## src/hpp_ram.sv

```systemverilog
`default_nettype none

module hpp_ram #(
  parameter int WIDTH = 32,
  parameter int DEPTH = 8
) (
  input  wire logic                                   clk,
  input  wire logic                                   we,
  input  wire logic [(DEPTH > 1 ? $clog2(DEPTH) : 1)-1:0] waddr,
  input  wire logic [WIDTH-1:0]                       wdata,
  input  wire logic                                   re,
  input  wire logic [(DEPTH > 1 ? $clog2(DEPTH) : 1)-1:0] raddr,
  output logic      [WIDTH-1:0]                       rdata
);

  logic [WIDTH-1:0] mem [DEPTH];

  always_ff @(posedge clk) begin
    if (we) begin
      mem[waddr] <= wdata;
    end
    if (re) begin
      rdata <= mem[raddr];
    end
  end

endmodule

`default_nettype wire

```

## config.mk

```make
export PLATFORM = sky130hd
export DESIGN_NAME = hpp_ram
export DESIGN_NICKNAME = d
export VERILOG_FILES = /design/src/hpp_ram.sv
export SDC_FILE = /design/constraint.sdc
export NUM_CORES = 1
export LEC_CHECK = 0
export BUFFER_PORTS_ARGS = -buffer_cell sky130_fd_sc_hd__buf_2
export CAP_MARGIN = 20
export CORE_ASPECT_RATIO = 0.5
export CORE_MARGIN = 5
export CORE_UTILIZATION = 40
export DETAILED_ROUTE_END_ITERATION = 8
export HOLD_SLACK_MARGIN = 0.06
export REMOVE_ABC_BUFFERS = 1
export SKIP_LAST_GASP = 1
export SYNTH_ARGS = -nofsm -noshare
export SYNTH_HDL_FRONTEND = slang
export SYNTH_SLANG_ARGS = --single-unit
```

## constraint.sdc

```tcl
create_clock -name clk -period 3.9 [get_ports clk]
set_input_delay 0.195 -clock clk [delete_from_list [all_inputs] [get_ports clk]]
set_output_delay 0.195 -clock clk [all_outputs]
set_load 0.01 [all_outputs]
```

==> impl_metrics.py <==
metrics = {
    "floorplanning": {
        "fp.coreArea_um2": 26490,
        "die_w_um": 242.2,
        "die_area_um2": 30550,
        "ios": 73,
        "placementRows": 42,
        "die-height_um": 126.1,
        "initial_utilization": 0.4073,
    },
    "finish": {
        "multiInputGateArea_um2": 2066,
        "nFillCells": 2174,
        "design_area_um2": 12700,
        "drive_gt1_frac": 0.3285,
        "area_growth_pct": 17.76,
        "seqCellArea_um2": 8648,
        "final_nets": 581,
        "antennaDiodeCount": 0,
    },
    "worst_hold_path": {
        "hp-class": "primary input to flop",
    },
    "cts": {
        "clk_pin_slew_ns": 0.06,
        "postCtsSetupBuffers": 0,
        "cts_max_level": 1,
        "cts-root-buf": "clkbuf_16",
        "cts_buffer_depth": 3,
        "clk_latency_ns": 0.52,
        "post_cts_resized": 0,
        "numCtsBuffers": 26,
        "cts.sinks": 288,
        "cts_tree": "yes",
        "cts_hold_buf": 32,
    },
    "synthesis": {
        "synthTopCellsByCount": "edfxtp_1, mux4_1, mux2_2",
        "synth-edff-count": 288,
        "yosysSeqAreaShare": 0.8018,
        "async_flop_share": 0,
        "synth.avg_cell_area_um2": 25.99,
        "synthesis.area_um2": 10790,
        "synthTopCellsByArea": "edfxtp_1, mux4_1, mux4_2",
        "ys_warn_count": 0,
        "yosysUniqueCellTypes": 12,
        "ys_seq_elements": 288,
        "synthFlopType": "edfxtp_1",
        "synth_top_area_frac": 0.8018,
        "synth_area_leader_cell": "edfxtp_1",
        "synth_most_common_cell": "edfxtp_1",
        "synthCells": 415,
    },
    "timing": {
        "final_hold_viol_count": 0,
        "hold_slack_ns": 0.3528,
        "grt_setup_unrepaired": "false",
        "finalSetupViolations": 0,
        "worstMarginPinSlew_ns": 1.063,
        "post-route-min-period_ns": 1.751,
        "final-max-slew-violation-count": 0,
        "fin_worst_skew_ns": 0.005456,
        "fin_setup_tns_ns": 0,
        "period_share": 0.4489,
        "max_slew_margin": 0.2915,
        "fmax_mhz": 571.2,
    },
    "grt": {
        "grt_pass1_wl_um": 29820,
        "grt_util_all_layers": 0.1275,
        "grt_antenna_before_repair": 0,
        "grt_pass1_vias": 4897,
        "grt_max_degree": 65,
        "grt-ovfl-total": 0,
    },
    "worst_setup_path": {
        "cp_max_fo": 43,
        "worstPathRequired_ns": 4.17,
        "start_kind": "primary input",
        "end_kind": "flop",
        "criticalPathCategory": "primary input to flop",
        "critPathArrivalTime_ns": 2.02,
    },
    "job": {
        "maxCapViolations": 0,
    },
    "placement": {
        "dp_hpwl_um": 10230,
        "place.gp.congestion": 0.6603,
        "placed_area_um2": 11600,
        "port_buffers": 72,
    },
    "pwr": {
        "vdd_ir_drop_max_uv": 366.1,
        "p_total_mw": 6.275,
        "p_per_area_nw_per_um2": 494.0,
        "p_leak_nw": 4.225,
    },
    "drt": {
        "drt_iter0_markers": 407,
        "first_pass_iters": 5,
        "route.detailed.drc": 0,
        "vias": 4561,
        "viasPerCell": 5.018,
        "ant_nets": 0,
        "wl_per_cell_um": 21.43,
        "routed_wl_um": 19480,
    },
    "status": {
        "status": "complete, no violations",
    },
}
logic make-up (layout without fill, tap and decap cells):
logic type             after synthesis  after routing  share of synthesized area
buffers and inverters               18            160                    0.01183
muxes                               96             96                     0.1810
and+or+nand+nor                     13             13                   0.005452
DFF                                288            288                     0.8018
per-stage QoR:
step | utilization | cells | worst slack [ns]
2_1_floorplan | - | 397 | 0.8581
3_3_place_gp | 0.4380 | 832 | 1.559
3_5_place_dp | 0.4380 | 832 | 1.544
4_1_cts | 0.4796 | 909 | 2.095
5_1_grt | 0.4796 | 909 | 2.009
6_report | 0.4796 | 909 | 2.149
power by group:
part           internal [mW]  leakage (nW)  switching (mW)
Sequential              3.54          2.64          0.0253
Clock                   1.32         0.388            1.05
Combinational          0.168          1.20           0.178
worst max-delay path, stage by stage:
cell and delay [ns]:
buf_4 0.58, buf_4 0.37, mux4_1 0.57, mux2_2 0.28
cell usage in the layout, fill, tap and decap left out, types with 2 or more instances in the layout:
cell / n
edfxtp_1: 288
buf_2: 71
mux4_1: 40
mux2_2: 32
dlygate4sd3_1: 32
clkbuf_16: 27
mux4_2: 24
buf_4: 12
clkinv_1: 7
clkinv_2: 7
nor2_4: 6
nand2b_1: 3
nand2_1: 2
nor3_2: 2
clkbuf_1: 2
layout make-up:
cell class,instances,area share
Timing Repair Buffer,115,0.06028
Clock buffer,29,0.05378
Multi-Input combinational cell,109,0.1626
Clock inverter,16,0.007782
Sequential cell,288,0.6808
Tap cell,352,0.03467
worst paths after layout:
| path | start | to | slack [ns] | cells after the start |
|---|---|---|---|---|
| setup / recovery | raddr[0] | rdata[28]$_DFFE_PP_ | 2.15 | 4 |
| hold / removal | waddr[0] | mem[3][1]$_DFFE_PP_ | 0.35 | 3 |
| setup reg to reg | mem[1][19]$_DFFE_PP_ | rdata[19]$_DFFE_PP_ | 2.48 | 2 |
| hold reg to reg | mem[2][9]$_DFFE_PP_ | rdata[9]$_DFFE_PP_ | 0.74 | 2 |
metal layers:
metal  wire (um)  vias to the layer above  global-route usage
met3         449                       24             0.01969
met4         388                        0             0.03118
met2       10290                       55              0.2317
li1            -                     2072                   -
met5           0                        -                   0
met1        8353                     2410              0.1632
flip-flops by register name, summed over array words and instances, names as in the netlist:
register,flops
rdata,32
mem,256
Note: power is estimated with default switching activity, not from simulation.
